`src/rtl/core/sas_pkg.sv`:
```
package sas_pkg;

  localparam int ADDR_NIBBLES_DEF = 16;
  localparam int ADDR_W           = 64;

  localparam logic       OP_START = 1'b0;
  localparam logic       OP_RESP  = 1'b1;

  localparam logic [1:0] ST_SINGLE    = 2'd0;
  localparam logic [1:0] ST_COLLISION = 2'd1;
  localparam logic [1:0] ST_NOTHING   = 2'd2;
  localparam logic [1:0] ST_ERROR     = 2'd3;

  localparam logic [3:0] WILD_NIBBLE = 4'hF;
  localparam logic [3:0] LAST_DIGIT  = 4'd9;

  typedef enum logic [1:0] {
    KIND_PROBE = 2'd0,
    KIND_FOUND = 2'd1,
    KIND_DONE  = 2'd2,
    KIND_FAIL  = 2'd3
  } sas_kind_t;

  // one result request from the sequencer to the output register
  typedef struct packed {
    logic              req;
    sas_kind_t         kind;
    logic [ADDR_W-1:0] value;
    logic              last;
  } sas_emit_t;

endpackage

```
`src/rtl/core/sas_nib_unit.sv`:
```
module sas_nib_unit import sas_pkg::*; #(
  parameter int ADDRESS_NIBBLES = ADDR_NIBBLES_DEF,
  localparam int MW = 4 * ADDRESS_NIBBLES,
  localparam int PW = $clog2(ADDRESS_NIBBLES)
) (
  input  logic [MW-1:0] probe_i,
  input  logic [MW-1:0] base_i,
  input  logic [PW-1:0] pos_i,
  input  logic [3:0]    wr_nib_i,
  output logic [3:0]    cur_nib_o,
  output logic [3:0]    base_nib_o,
  output logic          wild_o,
  output logic [MW-1:0] upd_mask_o
);

  // position 0 is the most significant nibble
  always_comb begin
    cur_nib_o  = '0;
    base_nib_o = '0;
    upd_mask_o = probe_i;
    for (int i = 0; i < ADDRESS_NIBBLES; i++) begin
      if (pos_i == PW'(i)) begin
        cur_nib_o  = probe_i[4*(ADDRESS_NIBBLES-1-i) +: 4];
        base_nib_o = base_i[4*(ADDRESS_NIBBLES-1-i) +: 4];
        upd_mask_o[4*(ADDRESS_NIBBLES-1-i) +: 4] = wr_nib_i;
      end
    end
  end

  assign wild_o = (base_nib_o == WILD_NIBBLE);

endmodule

```
`src/rtl/core/sas_seq.sv`:
```
module sas_seq import sas_pkg::*; #(
  parameter int ADDRESS_NIBBLES = ADDR_NIBBLES_DEF
) (
  input  logic              clk,
  input  logic              rst_n,
  input  logic [ADDR_W-1:0] cfg_mask,
  input  logic              in_valid,
  output logic              in_ready,
  input  logic              in_opcode,
  input  logic [1:0]        in_probe_status,
  input  logic [ADDR_W-1:0] in_matched_address,
  output sas_emit_t         emit,
  input  logic              emit_take
);

  localparam int MW = 4 * ADDRESS_NIBBLES;
  localparam int PW = $clog2(ADDRESS_NIBBLES);
  localparam logic [PW-1:0] LAST_POS = PW'(ADDRESS_NIBBLES - 1);

  typedef enum logic [2:0] {
    S_IDLE,
    S_DESC,
    S_ADV,
    S_BACK,
    S_PROBE,
    S_FOUND,
    S_FAIL,
    S_DONE
  } state_t;

  state_t            state_r, state_nxt;
  logic [MW-1:0]     probe_r, probe_nxt;
  logic [MW-1:0]     base_r, base_nxt;
  logic [PW-1:0]     pos_r, pos_nxt;
  logic              scanning_r, scanning_nxt;
  logic              abandon_r, abandon_nxt;
  logic [ADDR_W-1:0] addr_r, addr_nxt;

  logic [3:0]    wr_nib;
  logic [3:0]    cur_nib;
  logic [3:0]    base_nib;
  logic          wild;
  logic [MW-1:0] upd_mask;
  logic          adv_step;
  logic          accept;

  sas_nib_unit #(.ADDRESS_NIBBLES(ADDRESS_NIBBLES)) u_nib (
    .probe_i   (probe_r),
    .base_i    (base_r),
    .pos_i     (pos_r),
    .wr_nib_i  (wr_nib),
    .cur_nib_o (cur_nib),
    .base_nib_o(base_nib),
    .wild_o    (wild),
    .upd_mask_o(upd_mask)
  );

  assign in_ready = (state_r == S_IDLE);
  assign accept   = in_valid && in_ready;
  assign adv_step = !abandon_r && wild && (cur_nib < LAST_DIGIT);

  always_comb begin
    case (state_r)
      S_DESC:  wr_nib = 4'd0;
      S_ADV:   wr_nib = adv_step ? cur_nib + 4'd1 : base_nib;
      default: wr_nib = base_nib;
    endcase
  end

  always_comb begin
    emit.req   = 1'b0;
    emit.kind  = KIND_PROBE;
    emit.value = '0;
    emit.last  = 1'b1;
    case (state_r)
      S_PROBE: begin
        emit.req   = 1'b1;
        emit.value = ADDR_W'(probe_r);
      end
      S_FOUND: begin
        emit.req   = 1'b1;
        emit.kind  = KIND_FOUND;
        emit.value = addr_r;
        emit.last  = 1'b0;
      end
      S_FAIL: begin
        emit.req  = 1'b1;
        emit.kind = KIND_FAIL;
      end
      S_DONE: begin
        emit.req  = 1'b1;
        emit.kind = KIND_DONE;
      end
      default: ;
    endcase
  end

  always_comb begin
    state_nxt    = state_r;
    probe_nxt    = probe_r;
    base_nxt     = base_r;
    pos_nxt      = pos_r;
    scanning_nxt = scanning_r;
    abandon_nxt  = abandon_r;
    addr_nxt     = addr_r;
    case (state_r)
      S_IDLE: begin
        if (accept) begin
          if (in_opcode == OP_START) begin
            base_nxt     = cfg_mask[MW-1:0];
            probe_nxt    = cfg_mask[MW-1:0];
            pos_nxt      = '0;
            scanning_nxt = 1'b1;
            state_nxt    = S_DESC;
          end else if (scanning_r) begin
            abandon_nxt = 1'b0;
            case (in_probe_status)
              ST_SINGLE: begin
                addr_nxt  = in_matched_address;
                state_nxt = S_FOUND;
              end
              ST_COLLISION: begin
                if (pos_r != LAST_POS) begin
                  pos_nxt   = pos_r + PW'(1);
                  state_nxt = S_DESC;
                end else begin
                  state_nxt = S_ADV;
                end
              end
              ST_NOTHING: state_nxt = S_ADV;
              default: begin
                if (pos_r == '0) begin
                  scanning_nxt = 1'b0;
                  state_nxt    = S_FAIL;
                end else begin
                  abandon_nxt = 1'b1;
                  state_nxt   = S_ADV;
                end
              end
            endcase
          end
        end
      end
      // skip fixed positions, the last one is probed as is
      S_DESC: begin
        if (pos_r != LAST_POS && !wild) begin
          pos_nxt = pos_r + PW'(1);
        end else begin
          if (wild) probe_nxt = upd_mask;
          state_nxt = S_PROBE;
        end
      end
      S_ADV: begin
        probe_nxt   = upd_mask;
        abandon_nxt = 1'b0;
        if (adv_step) begin
          state_nxt = S_PROBE;
        end else if (pos_r == '0) begin
          scanning_nxt = 1'b0;
          state_nxt    = S_DONE;
        end else begin
          pos_nxt   = pos_r - PW'(1);
          state_nxt = S_BACK;
        end
      end
      // walk up to the nearest enumerating level
      S_BACK: begin
        if (wild) begin
          state_nxt = S_ADV;
        end else if (pos_r == '0) begin
          scanning_nxt = 1'b0;
          state_nxt    = S_DONE;
        end else begin
          pos_nxt = pos_r - PW'(1);
        end
      end
      S_FOUND: if (emit_take) state_nxt = S_ADV;
      S_PROBE, S_FAIL, S_DONE: if (emit_take) state_nxt = S_IDLE;
      default: state_nxt = S_IDLE;
    endcase
  end

  always_ff @(posedge clk) begin
    if (!rst_n) begin
      state_r    <= S_IDLE;
      pos_r      <= '0;
      scanning_r <= 1'b0;
      abandon_r  <= 1'b0;
    end else begin
      state_r    <= state_nxt;
      pos_r      <= pos_nxt;
      scanning_r <= scanning_nxt;
      abandon_r  <= abandon_nxt;
    end
    probe_r <= probe_nxt;
    base_r  <= base_nxt;
    addr_r  <= addr_nxt;
  end

endmodule

```
`src/rtl/core/secondary_address_scan.sv`:
```
// start request: the sequencer loads the mask, skips the fixed positions in S_DESC,
//   writes zero into the first enumerating one and holds the probe in S_PROBE until registered
// response request: while backtracking, the sequencer steps up past each fixed position
//   in S_BACK and visits each enumerating position in S_BACK and then S_ADV
// one request at a time; a result may wait in the output register meanwhile
// sync active-low reset: sequencer idle, scan and pending result dropped, cfg_mask_r all ones
module secondary_address_scan import sas_pkg::*; #(
  parameter int ADDRESS_NIBBLES = ADDR_NIBBLES_DEF
) (
  input  logic              clk,
  input  logic              rst_n,
  input  logic              cfg_valid,
  output logic              cfg_ready,
  input  logic [ADDR_W-1:0] cfg_data,
  input  logic              in_valid,
  output logic              in_ready,
  input  logic              in_opcode,
  input  logic [1:0]        in_probe_status,
  input  logic [ADDR_W-1:0] in_matched_address,
  output logic              out_valid,
  input  logic              out_ready,
  output logic [1:0]        out_kind,
  output logic [ADDR_W-1:0] out_address_value,
  output logic              out_last
);

  logic [ADDR_W-1:0] cfg_mask_r;
  logic              out_valid_r;
  sas_kind_t         out_kind_r;
  logic [ADDR_W-1:0] out_value_r;
  logic              out_last_r;
  sas_emit_t         emit;
  logic              emit_take;

  sas_seq #(.ADDRESS_NIBBLES(ADDRESS_NIBBLES)) u_seq (
    .clk               (clk),
    .rst_n             (rst_n),
    .cfg_mask          (cfg_mask_r),
    .in_valid          (in_valid),
    .in_ready          (in_ready),
    .in_opcode         (in_opcode),
    .in_probe_status   (in_probe_status),
    .in_matched_address(in_matched_address),
    .emit              (emit),
    .emit_take         (emit_take)
  );

  assign cfg_ready = 1'b1;
  assign emit_take = emit.req && (!out_valid_r || out_ready);

  always_ff @(posedge clk) begin
    if (!rst_n) begin
      cfg_mask_r  <= '1;
      out_valid_r <= 1'b0;
    end else begin
      if (cfg_valid) cfg_mask_r <= cfg_data;
      if (emit_take) begin
        out_valid_r <= 1'b1;
      end else if (out_ready) begin
        out_valid_r <= 1'b0;
      end
    end
    if (emit_take) begin
      out_kind_r  <= emit.kind;
      out_value_r <= emit.value;
      out_last_r  <= emit.last;
    end
  end

  assign out_valid         = out_valid_r;
  assign out_kind          = out_kind_r;
  assign out_address_value = out_value_r;
  assign out_last          = out_last_r;

endmodule

```
`config.mk`:
```
export PLATFORM = sky130hd
export DESIGN_NAME = secondary_address_scan
export DESIGN_NICKNAME = d
export VERILOG_FILES = /design/src/rtl/core/sas_pkg.sv /design/src/rtl/core/sas_nib_unit.sv /design/src/rtl/core/sas_seq.sv /design/src/rtl/core/secondary_address_scan.sv
export SDC_FILE = /design/constraint.sdc
export NUM_CORES = 1
export LEC_CHECK = 0
export BUFFER_PORTS_ARGS = -buffer_cell sky130_fd_sc_hd__buf_2
export CORE_UTILIZATION = 28
export DETAILED_ROUTE_END_ITERATION = 10
export PLACE_DENSITY = 0.42
export SLEW_MARGIN = 25
export SYNTH_ARGS = -nofsm -noshare
export SYNTH_HDL_FRONTEND = slang
export SYNTH_HIERARCHICAL = 1
export SYNTH_SLANG_ARGS = --single-unit
```
`constraint.sdc`:
```
create_clock -name clk -period 9 [get_ports clk]
set_input_delay 0.45 -clock clk [delete_from_list [all_inputs] [get_ports clk]]
set_output_delay 0.45 -clock clk [all_outputs]
set_load 0.03 [all_outputs]
```
==> results.sh <==
export IMPL_clock_path_buffers=3
export IMPL_first_global_vias=9426
export IMPL_setup_tns_final_ns=0
export IMPL_yosys_area_share_simple_pct=6.39
export IMPL_synth_cell_types=71
export IMPL_end_point_of_the_most_critical_hold_path="u_seq/addr_r[10]"
export IMPL_setup_violations=0
export IMPL_postSynthNetCount=1215
export IMPL_fraction_of_final_layout_cells_sized_beyond_drive_strength_1_pct=33.0
export IMPL_grt_use_total_pct=17.1
export IMPL_synthesis_area_per_instance_sq_um=13.9
export IMPL_post_cts_hold_buffer_count=0
export IMPL_antenna_left=0
export IMPL_via_per_inst=4.92
export IMPL_timing_critical_path_mode_cell="buf_4"
export IMPL_dp_hpwl_um=32100
export IMPL_drt_wirelength_per_cell_um=23.5
export IMPL_hold_path_depth=1
export IMPL_synthFlopType="edfxtp_1"
export IMPL_cts_setup_buffers=0
export IMPL_vias=9780
export IMPL_critPathBufInv=3
export IMPL_grt_first_pass_wirelength_um=67100
export IMPL_yosys_area_share_adder_pct=0.335
export IMPL_drt_iter0_drc=609
export IMPL_unrepaired_setup_endpoints_after_global_routing="false"
export IMPL_fin_nets=1405
export IMPL_die_area_sq_um=54300
export IMPL_synth_xor_area_share_pct=0.117
export IMPL_maxClockFrequency_ghz=0.193
export IMPL_peakVddDrop_mv=0.147
export IMPL_synth_ff_latch_count=333
export IMPL_cts_tree="yes"
export IMPL_timing_critical_path_max_delay_family="compound AO/OA/AOI/OAI gates"
export IMPL_crit_slowest_cell="dfxtp_2"
export IMPL_design_power_total_mw=5.74
export IMPL_antenna_cells_inserted=0
export IMPL_leakagePower_nw=6.31
export IMPL_endpoint_kind="flip-flop"
export IMPL_placed_cell_area_sq_um=16500
export IMPL_clkLatencyLatePin_ns=0.56
export IMPL_crit_path_max_fanout=48
export IMPL_chipHeight_um=233
export IMPL_numCtsBuffers=41
export IMPL_gp_congestion=0.840
export IMPL_final_worst_path_cycle_share_pct=57.5
export IMPL_pwr_density_cell_nw_per_um2=321
export IMPL_cts_resized=0
export IMPL_timing_slew_headroom_pct=30.8
export IMPL_core_area_sq_um=52700
export IMPL_start_util_pct=28.4
export IMPL_synth_compound_area_share_pct=11.0
export IMPL_pin_count=206
export IMPL_result_of_the_run="completed"
export IMPL_timing_critical_path_required_ns=9.30
export IMPL_grt_start_max_net_pins=77
export IMPL_antenna_found_initial=2
export IMPL_async_reset_ff_share_pct=0
export IMPL_class_of_the_tightest_hold_or_removal_check="in -> reg"
export IMPL_post_synth_mux_area_share_pct=16.4
export IMPL_drt_first_pass_iters=5
export IMPL_r2r_end="u_seq/probe_r[13]"
export IMPL_yosysSeqAreaShare_pct=62.0
export IMPL_rrSetupSlack_ns=3.83
export IMPL_dominant_combinational_cell_family_by_area_after_synthesis="multiplexers"
export IMPL_syn2layout_area_growth_pct=19.7
export IMPL_placementRows=84
export IMPL_io_buffers=204
export IMPL_syn_inst=1075
export IMPL_wirelength_um=46700
export IMPL_yosysWarnings=6
export IMPL_htree_num_levels=2
export IMPL_slew_viol_final=0
export IMPL_skew_ns=0.0115
export IMPL_path_clk_slew_ns=0.06
export IMPL_cts_root_buf="clkbuf_16"
export IMPL_max_slew_worst_pin_slew_ns=1.04
export IMPL_netlist_area_sq_um=14900
export IMPL_timing_setup_critical_path_class="reg -> reg"
export IMPL_worst_setup_path_start_kind="flip-flop"
export IMPL_final_hold_viol_count=0
export IMPL_synth_edff_count=259
export IMPL_hold_path_startpoint="in_matched_address[10]"
export IMPL_timing_reg2reg_worst_path_depth=15
export IMPL_grt_overflow_total=0
export IMPL_crit_path_arrival_time_ns=5.48
export IMPL_post_route_drc_count=0
export IMPL_fillCellCount=5200
export IMPL_layout_cell_area_non_filler_sq_um=17900
export IMPL_drv_max_cap_violation_count=0
export IMPL_fp_dieW_um=233
export IMPL_worst_r2r_startpoint="u_seq/pos_r[0]"
export IMPL_crit_chain="buf_4 > buf_4 > nor3_1 > buf_4 > a32o_1 > o32a_1 > a211o_1 > and4_1 > nor2b_1 > o21ai_0 > nor3_1 > a22o_1 > a22o_1 > mux2_2 > mux2_1"
export IMPL_max_stage_delay_ns=0.58
export IMPL_cts_sink_count=333
export IMPL_min_cycle_time_layout_ns=5.17
[cells in the mapped netlist (all sizes together) (12+ instances only)]
| cell | instances | area, sq um |
|---|---|---|
| edfxtp | 259 | 7780 |
| buf | 57 | 427 |
| a22o | 70 | 613 |
| mux2i | 80 | 801 |
| clkbuf | 19 | 71.3 |
| o22ai | 12 | 75.1 |
| nor2 | 28 | 105 |
| nor2b | 19 | 119 |
| inv | 19 | 71.3 |
| dfxtp | 74 | 1480 |
| o21ai | 34 | 170 |
| nand2 | 90 | 338 |
| a21oi | 34 | 181 |
| nor3 | 16 | 106 |
| nand3 | 15 | 75.1 |
| mux2 | 134 | 1510 |
[layout make-up]
cell class	count	area [sq um]	area share, %
tap	688	861	4.81
clock inverter	15	153	0.854
multi-input combinational	647	5160	28.8
sequential	333	9260	51.8
timing repair buffer	223	1200	6.70
inverter	19	71.3	0.399
clock buffer	61	1180	6.62
[kinds of logic (layout without fill, tap and decap cells)]
group,Yosys count,in the layout
xor+xnor,2,2
other cells,1,1
flops,333,333
fa+ha+maj,4,4
simple gates,197,197
compound gates,223,223
buf+inv,95,318
mux,220,220
[state kept, by name, summed over array words and instances, names as in the netlist, 2 cells and up]
register / flops
out_address_value: 64
u_seq/base_r: 64
u_seq/state_r: 3
u_seq/addr_r: 64
cfg_mask_r: 64
u_seq/probe_r: 64
out_kind: 2
u_seq/pos_r: 4
[layout by cell type, fill, tap and decap left out, types with 3 or more instances in the layout]
cell	netlist	routed
o221ai_1	9	9
nand2b_1	11	11
nor2b_1	19	17
buf_4	5	18
o22ai_1	12	12
dfxtp_1	74	72
a22oi_1	6	6
ha_1	4	4
o21a_1	7	7
mux4_2	6	6
o21ai_0	33	33
a22o_1	70	70
clkinv_1	0	5
edfxtp_1	259	259
nand2_1	90	90
a31oi_1	8	8
clkbuf_8	0	4
nor3_1	12	11
nand3_1	15	15
clkbuf_16	0	43
inv_1	19	19
clkinv_2	0	4
or2b_1	3	3
nor3_2	3	4
bufinv_16	0	3
a21oi_1	33	33
a211oi_1	6	6
clkbuf_1	19	14
o211ai_1	8	8
mux2i_1	80	80
mux2_2	123	123
nor2_1	28	27
mux2_1	11	11
buf_2	35	203
[how the worst max path moves through the flow]
stage	startpoint	to	cells past startpoint
2_1_floorplan	u_seq/pos_r[2]	u_seq/probe_r[0]	9
3_3_place_gp	u_seq/pos_r[2]	u_seq/probe_r[13]	16
3_5_place_dp	u_seq/pos_r[2]	u_seq/probe_r[13]	16
4_1_cts	u_seq/pos_r[2]	u_seq/probe_r[13]	16
5_1_grt	u_seq/pos_r[2]	u_seq/probe_r[13]	16
6_report	u_seq/pos_r[0]	u_seq/probe_r[13]	15
[routing by layer]
metal / wire length [um] / track usage [%] / vias to the layer above
li1: - / - / 4524
met1: 22600 / 25.1 / 4929
met2: 21100 / 26.1 / 273
met3: 2220 / 2.87 / 54
met4: 693 / 4.04 / 0
met5: 0 / 0 / -
[stage by stage]
step / worst slack (ns) / hold slack, ns / utilization (%) / std cells
2_1_floorplan: 1.65 / 0.422 / - / 1075
3_3_place_gp: 3.67 / 0.450 / 31.3 / 1908
3_5_place_dp: 3.54 / 0.448 / 31.3 / 1908
4_1_cts: 3.51 / 0.0283 / 33.9 / 1984
5_1_grt: 3.48 / 0.0325 / 34.0 / 1986
6_report: 3.83 / 0.0652 / 34.0 / 1986
[power by group]
group | switching [mW] | internal (mW)
registers | 0.333 | 2.06
clock network | 0.647 | 0.996
logic | 1.04 | 0.663
[worst register-to-register path: cells and delay by family, from the launching register on]
family	cells	cell delay, ns
AO/OA/AOI/OAI	6	1.82
buffers and inverters	3	1.15
multiplexers	2	0.70
flip-flops	1	0.58
AND/OR/NAND/NOR	4	0.67
No activity file was read; power rests on OpenSTA's default activity.
